**config.mk**
```make
export PLATFORM = sky130hd
export DESIGN_NAME = bounded_lifo_stack_unit
export DESIGN_NICKNAME = d
export VERILOG_FILES = /design/src/design/bls_pkg.sv /design/src/design/bls_ram.sv /design/src/design/bls_ctrl.sv /design/src/design/bls_dp.sv /design/src/design/bounded_lifo_stack_unit.sv
export SDC_FILE = /design/constraint.sdc
export NUM_CORES = 1
export LEC_CHECK = 0
export ABC_AREA = 1
export ABC_CLOCK_PERIOD_IN_PS = 8800
export BUFFER_PORTS_ARGS = -buffer_cell sky130_fd_sc_hd__buf_2
export CELL_PAD_IN_SITES_DETAIL_PLACEMENT = 1
export CELL_PAD_IN_SITES_GLOBAL_PLACEMENT = 1
export CORE_UTILIZATION = 39
export CTS_CLUSTER_DIAMETER = 100
export DETAILED_ROUTE_END_ITERATION = 12
export PLACE_DENSITY = 0.74
export SLEW_MARGIN = 20
export SYNTH_ARGS = -nofsm -noshare
export SYNTH_HDL_FRONTEND = slang
export SYNTH_SLANG_ARGS = --single-unit
```
**constraint.sdc**
```tcl
create_clock -name clk -period 8.8 [get_ports clk]
set_clock_uncertainty 0.2 [all_clocks]
set_input_delay 1.32 -clock clk [delete_from_list [all_inputs] [get_ports clk]]
set_output_delay 1.32 -clock clk [all_outputs]
set_load 0.02 [all_outputs]
```
**src/design/bls_pkg.sv**
```systemverilog
`timescale 1ns / 1ps
// ----------------------------------------------------------------------------
// bls_pkg
// shared command codes, status codes and controller/datapath interface types
// ----------------------------------------------------------------------------
package bls_pkg;

	localparam logic [1:0] CMD_PUSH    = 2'd0;
	localparam logic [1:0] CMD_POP     = 2'd1;
	localparam logic [1:0] CMD_PEEK    = 2'd2;
	localparam logic [1:0] CMD_DISPLAY = 2'd3;

	localparam logic [1:0] ST_OK       = 2'd0;
	localparam logic [1:0] ST_OVERFLOW = 2'd1;
	localparam logic [1:0] ST_EMPTY    = 2'd2;

	localparam int WORD_W = 32;

	// controller to datapath
	typedef struct packed {
		logic       push;     // write value at count, count up
		logic       pop;      // count down
		logic       rd_top;   // read entry count-1, load walk pointer
		logic       rd_next;  // read entry below walk pointer
		logic       emit;     // present a result next cycle
		logic       sel_data; // result carries the word read
		logic       last;
		logic [1:0] status;
	} bls_cmd_t;

	// datapath to controller
	typedef struct packed {
		logic empty;
		logic full;
		logic one;     // exactly one entry stored
		logic ptr_one; // next walk read is the bottom entry
	} bls_stat_t;

endpackage

```
**src/design/bls_ram.sv**
```systemverilog
`timescale 1ns / 1ps
// ----------------------------------------------------------------------------
// bls_ram
// generic single write port, single read port ram with registered read
// ----------------------------------------------------------------------------
module bls_ram #(
	parameter int WIDTH = 32,
	parameter int DEPTH = 8
) (
	input  logic                                     clk,
	input  logic                                     we,
	input  logic [(DEPTH > 1 ? $clog2(DEPTH) : 1)-1:0] waddr,
	input  logic [WIDTH-1:0]                         wdata,
	input  logic                                     re,
	input  logic [(DEPTH > 1 ? $clog2(DEPTH) : 1)-1:0] raddr,
	output logic [WIDTH-1:0]                         rdata
);

	logic [WIDTH-1:0] mem_q [DEPTH];
	logic [WIDTH-1:0] rdata_q;

	always_ff @(posedge clk) begin
		if (we) begin
			mem_q[waddr] <= wdata;
		end
		if (re) begin
			rdata_q <= mem_q[raddr];
		end
	end

	assign rdata = rdata_q;

endmodule

```
**src/design/bls_ctrl.sv**
```systemverilog
`timescale 1ns / 1ps
// ----------------------------------------------------------------------------
// bls_ctrl
// command decode and display walk state machine
// ----------------------------------------------------------------------------
module bls_ctrl
	import bls_pkg::*;
(
	input  logic      clk,
	input  logic      arst_n,
	input  logic      start,
	input  logic [1:0] command,
	input  bls_stat_t stat,
	output logic      busy,
	output bls_cmd_t  cmd
);

	localparam logic S_IDLE = 1'b0;
	localparam logic S_WALK = 1'b1;

	logic state_q;
	logic state_d;

	always_comb begin
		cmd     = '0;
		state_d = state_q;
		case (state_q)
			S_IDLE: begin
				if (start) begin
					cmd.emit = 1'b1;
					cmd.last = 1'b1;
					case (command)
						CMD_PUSH: begin
							if (stat.full) begin
								cmd.status = ST_OVERFLOW;
							end else begin
								cmd.push   = 1'b1;
								cmd.status = ST_OK;
							end
						end
						CMD_POP, CMD_PEEK: begin
							if (stat.empty) begin
								cmd.status = ST_EMPTY;
							end else begin
								cmd.rd_top   = 1'b1;
								cmd.pop      = (command == CMD_POP);
								cmd.sel_data = 1'b1;
								cmd.status   = ST_OK;
							end
						end
						CMD_DISPLAY: begin
							if (stat.empty) begin
								cmd.status = ST_EMPTY;
							end else begin
								cmd.rd_top   = 1'b1;
								cmd.sel_data = 1'b1;
								cmd.status   = ST_OK;
								cmd.last     = stat.one;
								if (!stat.one) begin
									state_d = S_WALK;
								end
							end
						end
						default: begin
							cmd.status = ST_EMPTY;
						end
					endcase
				end
			end
			S_WALK: begin
				cmd.rd_next  = 1'b1;
				cmd.emit     = 1'b1;
				cmd.sel_data = 1'b1;
				cmd.status   = ST_OK;
				cmd.last     = stat.ptr_one;
				if (stat.ptr_one) begin
					state_d = S_IDLE;
				end
			end
			default: begin
				state_d = S_IDLE;
			end
		endcase
	end

	always_ff @(posedge clk or negedge arst_n) begin
		if (!arst_n) begin
			state_q <= S_IDLE;
		end else begin
			state_q <= state_d;
		end
	end

	assign busy = (state_q == S_WALK);

endmodule

```
**src/design/bls_dp.sv**
```systemverilog
`timescale 1ns / 1ps
// ----------------------------------------------------------------------------
// bls_dp
// entry memory, fill count, walk pointer and result registers
// ----------------------------------------------------------------------------
module bls_dp
	import bls_pkg::*;
#(
	parameter int DEPTH = 8
) (
	input  logic                     clk,
	input  logic                     arst_n,
	input  bls_cmd_t                 cmd,
	input  logic signed [WORD_W-1:0] value,
	output bls_stat_t                stat,
	output logic                     strobe,
	output logic [1:0]               status,
	output logic signed [WORD_W-1:0] data,
	output logic                     is_empty,
	output logic                     is_full,
	output logic                     last
);

	localparam int AW = (DEPTH > 1) ? $clog2(DEPTH) : 1;
	localparam int CW = $clog2(DEPTH + 1);
	localparam logic [CW-1:0] FULL_CNT = CW'(DEPTH);

	logic [CW-1:0]     count_q;
	logic [CW-1:0]     count_d;
	logic [CW-1:0]     count_m1;
	logic [AW-1:0]     ptr_q;
	logic [AW-1:0]     ptr_m1;
	logic [AW-1:0]     raddr;
	logic              re;
	logic [WORD_W-1:0] rdata;

	logic              strobe_q;
	logic [1:0]        status_q;
	logic              last_q;
	logic              sel_q;
	logic              empty_q;
	logic              full_q;

	assign count_m1 = count_q - CW'(1);
	assign ptr_m1   = ptr_q - AW'(1);
	assign re       = cmd.rd_top | cmd.rd_next;
	assign raddr    = cmd.rd_next ? ptr_m1 : count_m1[AW-1:0];

	always_comb begin
		count_d = count_q;
		if (cmd.push) begin
			count_d = count_q + CW'(1);
		end else if (cmd.pop) begin
			count_d = count_m1;
		end
	end

	bls_ram #(
		.WIDTH (WORD_W),
		.DEPTH (DEPTH)
	) u_ram (
		.clk   (clk),
		.we    (cmd.push),
		.waddr (count_q[AW-1:0]),
		.wdata ($unsigned(value)),
		.re    (re),
		.raddr (raddr),
		.rdata (rdata)
	);

	always_ff @(posedge clk or negedge arst_n) begin
		if (!arst_n) begin
			count_q  <= '0;
			strobe_q <= 1'b0;
			empty_q  <= 1'b1;
			full_q   <= 1'b0;
			sel_q    <= 1'b0;
		end else begin
			count_q  <= count_d;
			strobe_q <= cmd.emit;
			empty_q  <= (count_d == '0);
			full_q   <= (count_d == FULL_CNT);
			sel_q    <= cmd.sel_data;
		end
	end

	always_ff @(posedge clk) begin
		if (re) begin
			ptr_q <= raddr;
		end
		if (cmd.emit) begin
			status_q <= cmd.status;
			last_q   <= cmd.last;
		end
	end

	assign stat.empty   = (count_q == '0);
	assign stat.full    = (count_q == FULL_CNT);
	assign stat.one     = (count_q == CW'(1));
	assign stat.ptr_one = (ptr_q == AW'(1));

	assign strobe   = strobe_q;
	assign status   = status_q;
	assign data     = sel_q ? $signed(rdata) : '0;
	assign is_empty = empty_q;
	assign is_full  = full_q;
	assign last     = last_q;

endmodule

```
**src/design/bounded_lifo_stack_unit.sv**
```systemverilog
`timescale 1ns / 1ps
// ----------------------------------------------------------------------------
// bounded_lifo_stack_unit
// fixed-depth last-in first-out stack of signed 32-bit words
// ----------------------------------------------------------------------------
// a command is taken when start is high and busy is low. its result shows on
// the result ports for exactly one cycle, marked by strobe, in the cycle after
// the command is taken; the receiver cannot stall, so every strobe must be
// captured. push, pop and peek never raise busy, so a new command may follow
// straight away. display returns one result per stored word, top first, with
// last set on the bottom word (a single empty-status result when the stack is
// empty): the single read port of the entry memory gives one word a cycle, and
// busy stays high until the final read has been issued.
// every result carries is_empty and is_full for the stack after the command
// ----------------------------------------------------------------------------
module bounded_lifo_stack_unit
	import bls_pkg::*;
#(
	parameter int DEPTH = 8
) (
	input  logic                     clk,
	input  logic                     arst_n,
	// command transaction
	input  logic                     start,
	output logic                     busy,
	input  logic [1:0]               command,
	input  logic signed [WORD_W-1:0] value,
	// result transaction
	output logic                     strobe,
	output logic [1:0]               status,
	output logic signed [WORD_W-1:0] data,
	output logic                     is_empty,
	output logic                     is_full,
	output logic                     last
);

	// decoded commands to the datapath and its flags back
	bls_cmd_t  cmd;
	bls_stat_t stat;

	// sequencer: push, pop and peek commands and the display walk
	bls_ctrl u_ctrl (
		.clk     (clk),
		.arst_n  (arst_n),
		.start   (start),
		.command (command),
		.stat    (stat),
		.busy    (busy),
		.cmd     (cmd)
	);

	// storage, fill count and result registers
	bls_dp #(
		.DEPTH (DEPTH)
	) u_dp (
		.clk      (clk),
		.arst_n   (arst_n),
		.cmd      (cmd),
		.value    (value),
		.stat     (stat),
		.strobe   (strobe),
		.status   (status),
		.data     (data),
		.is_empty (is_empty),
		.is_full  (is_full),
		.last     (last)
	);

	// every accepted command answers in the next cycle
	a_cmd_answers: assert property (@(posedge clk) disable iff (!arst_n)
		start && !busy |=> strobe)
		else $error("accepted command gave no result");

	// a display walk produces a word every cycle
	a_walk_streams: assert property (@(posedge clk) disable iff (!arst_n)
		busy |=> strobe)
		else $error("display walk skipped a cycle");

	// only a display with more words to come leaves last clear
	a_not_last_walks: assert property (@(posedge clk) disable iff (!arst_n)
		strobe && !last |-> busy)
		else $error("non-final result outside a display walk");

	// error results carry no word and end the transaction
	a_error_clean: assert property (@(posedge clk) disable iff (!arst_n)
		strobe && status != ST_OK |-> data == '0 && last)
		else $error("error result with data or without last");

	// the stack cannot be empty and full at once
	a_flags_exclusive: assert property (@(posedge clk) disable iff (!arst_n)
		strobe |-> !(is_empty && is_full))
		else $error("empty and full flags both set");

endmodule

```
==> implementation parameters <==
Parameter                              Value

Placed design
  HPWL after DPL ... 16700 um
  Port Buffers ... 75
  Number of placed cells counting well taps ... 1510
  DP Worst Slack ... 4.879 ns
  Global placement routability congestion ... 0.7556

Timing
  Final worst path period share ... 0.4246
  Worst Max-Slew Pin Slew ... 1.030 ns
  Max-slew violation count ... 0
  Setup-failing EPs final ... 0
  Fin Hold WS ... 0.3841 ns
  Hold Vio Cnt, Final ... 0
  Setup Total Neg Slack ... 0 ns
  Final Worst Setup Slack ... 5.063 ns
  Unrepaired setup endpoints after global routing ... no
  Minimum clock period ... 3.737 ns
  Fmax achieved ... 267.6 MHz
  Headroom to the max-slew limit ... 0.3119

Pwr
  Maximum VDD drop ... 0.2246 mV
  Power density cells ... 369.6 mW/mm^2
  Overall power after layout ... 0.005283 W
  Leakage power summed over all cells ... 5.667 nW

Finish
  Area growth syn-to-layout ... 13.65%
  Layout fillers ... 3362
  Layout net count ... 1187
  Total area of multi-input combinational cells ... 0.002725 mm^2
  Final standard cell count with taps included and fillers excluded ... 1565
  Layout cell share with drive strength beyond 1 ... 0.1238
  Total inserted antenna cells ... 0
  Area occupied by registers ... 0.009055 mm^2

Setup path
  CP endpoint kind ... flip-flop
  Startpoint type of the worst setup path ... flip-flop
  Critical path start-end classification ... flip-flop to flip-flop
  Arrival time worst endpoint ... 3.94 ns
  Max Fanout on Critical Path ... 65
  Data required time at the worst endpoint ... 9.00 ns

Synthesis
  Netlist cell types ... 24
  Area of the mapped netlist ... 0.01258 mm^2
  Total nets after synthesis ... 1116
  Number of register bits inferred by synthesis ... 303
  Post-synthesis area per instance ... 11.75 um^2
  Fraction of the yosys area taken by sequential cells ... 0.7200
  Count of synthesis-stage warnings from yosys ... 0
  Post-synthesis cell count ... 1070

Drt
  Total Wirelength ... 27830 um
  Initial DRC count ... 581
  Count of nets left with antenna violations after detail routing ... 0
  Vias ... 7748
  Via density per instance ... 4.951
  DRC violations left ... 0
  First-pass detailed-route iteration total ... 5
  WL/cell ... 17.79 um

Die
  Area inside the core boundary ... 0.03164 mm^2
  Starting density of the core ... 0.3975
  Die W ... 181.6 um
  Number of top-level pins ... 76
  Die area ... 0.03297 mm^2
  Site row count ... 65
  DIE HEIGHT ... 181.6 um

Clock tree
  CTS root buf ... clkbuf_16
  Clock latency at the later pin of the worst-skew pair ... 0.55 ns
  Max Buffers Root-to-Sink ... 3
  Clock tree from TritonCTS ... done
  Number of clock buffers inserted by TritonCTS ... 31
  CTS sink cnt ... 303
  Hold-fix buffer count after cts ... 0
  Post-CTS setup buffers ... 0
  Post-CTS clock slew at the launch and capture registers of the worst setup and hold paths ... 0.06 ns
  Total number of H-tree levels ... 1
  Post-cts gate resize count ... 0

Global routing
  Overall overflow remaining after global route ... 0
  Maximum number of pins on one net before global-route repair ... 116
  Initial antenna violation count ... 0
  Global routing usage summed across all routing layers ... 0.1717
  Global-route wire length before repair ... 44320 um
  Vias in the first global route ... 8190

Outcome
  Status ... finished clean

Flow run
  Max-cap violations ... 0

Min path
  Worst hold path type ... flip-flop to flip-flop
[final cells by class]
cell class | instances | share of cell area
repair buffers | 90 | 0.03720
multi-input cells | 567 | 0.1907
clock inverters | 15 | 0.007966
flip-flops and latches | 303 | 0.6335
inverters | 148 | 0.03887
well taps | 402 | 0.03519
clock buffers | 40 | 0.05664
[flip-flops by register name (all words and copies together) (netlist names)]
| signal | cells |
|---|---|
| u_dp.is_full | 1 |
| u_ctrl.busy | 1 |
| u_dp.is_empty | 1 |
| u_dp.sel_q | 1 |
| u_dp.u_ram.mem_q | 256 |
| u_dp.count_q | 4 |
| u_dp.u_ram.rdata | 32 |
| u_dp.status | 2 |
| u_dp.last | 1 |
| u_dp.strobe | 1 |
| u_dp.ptr_q | 3 |
[cells by family after synthesis]
logic type / Yosys count / synth area share
compound gates: 168 / 0.08018
xor+xnor: 3 / 0.002090
fa+ha+maj: 9 / 0.008954
buf+inv: 200 / 0.07073
flops: 303 / 0.7200
simple gates: 387 / 0.1181
[worst max-delay path, cell delays in order, from the launching register on]
cell     delay, ns
dfrtp_1       0.46
inv_1         0.18
ha_1          0.34
inv_1         0.08
o21ai_4       0.11
buf_4         0.69
inv_2         0.48
buf_4         0.41
nor2_1        0.20
o21ai_0       0.12
nand2_1       0.14
nand2_1       0.05
o21ai_1       0.09
[layer usage]
layer,share of wire,GRT usage
met3,0.041,0.02547
met4,0.017,0.04271
met5,0,0
met1,0.43,0.2108
met2,0.51,0.3154
[per-stage QoR]
stage | instance area, um^2 | utilization
2_1_floorplan | 12580 | -
3_3_place_gp | 13310 | 0.4208
3_5_place_dp | 13370 | 0.4225
4_1_cts | 14290 | 0.4517
5_1_grt | 14290 | 0.4518
6_report | 14290 | 0.4518
[final timing paths]
| check | startpoint | endpoint | slack (ns) | cells past startpoint |
|---|---|---|---|---|
| max | u_dp.count_q[1] | u_dp.u_ram.rdata[7] | 5.06 | 12 |
| min | u_dp.ptr_q[2] | u_ctrl.busy | 0.38 | 2 |
| max reg2reg | u_dp.count_q[1] | u_dp.u_ram.rdata[7] | 5.06 | 12 |
| min reg2reg | u_dp.ptr_q[2] | u_ctrl.busy | 0.38 | 2 |
| max in group asynchronous | arst_n | u_dp.is_empty | 7.73 | 1 |
| min in group asynchronous | arst_n | u_dp.strobe | 0.42 | 1 |
[report_power, final]
group          leakage (nW)  total, W  switching, W  internal [W]
combinational          2.43   0.00215       0.00152      0.000632
sequential             2.79   0.00191     0.0000805       0.00183
clock                 0.451   0.00122      0.000519      0.000699
total                  5.67   0.00528       0.00212       0.00316
[cell usage after synthesis, drive strengths merged]
| cell | count | share of area |
|---|---|---|
| xor2 | 1 | 0.00070 |
| o31ai | 1 | 0.00060 |
| edfxtp | 294 | 0.70 |
| nand2 | 231 | 0.070 |
| nor4 | 1 | 0.00050 |
| o211ai | 66 | 0.039 |
| xnor2 | 2 | 0.0014 |
| ha | 9 | 0.0090 |
| clkbuf | 11 | 0.0034 |
| nor3 | 5 | 0.0020 |
| nor2 | 139 | 0.041 |
| nand3 | 11 | 0.0044 |
| buf | 41 | 0.023 |
| dfstp | 1 | 0.0021 |
| o21ai | 101 | 0.040 |
| dfrtp | 8 | 0.016 |
| inv | 148 | 0.044 |
[cell usage in the layout (no fill, tap or decap), drive strengths merged]
cell type	instances
buf	90
xor2	1
inv	148
dfrtp	8
o31ai	1
nand3	11
edfxtp	294
nor3	5
dfstp	1
nor4	1
o21ai	101
nor2	139
clkbuf	40
ha	9
clkinv	13
xnor2	2
nand2	231
bufinv	2
o211ai	66
(Power assumes the default switching activity.)
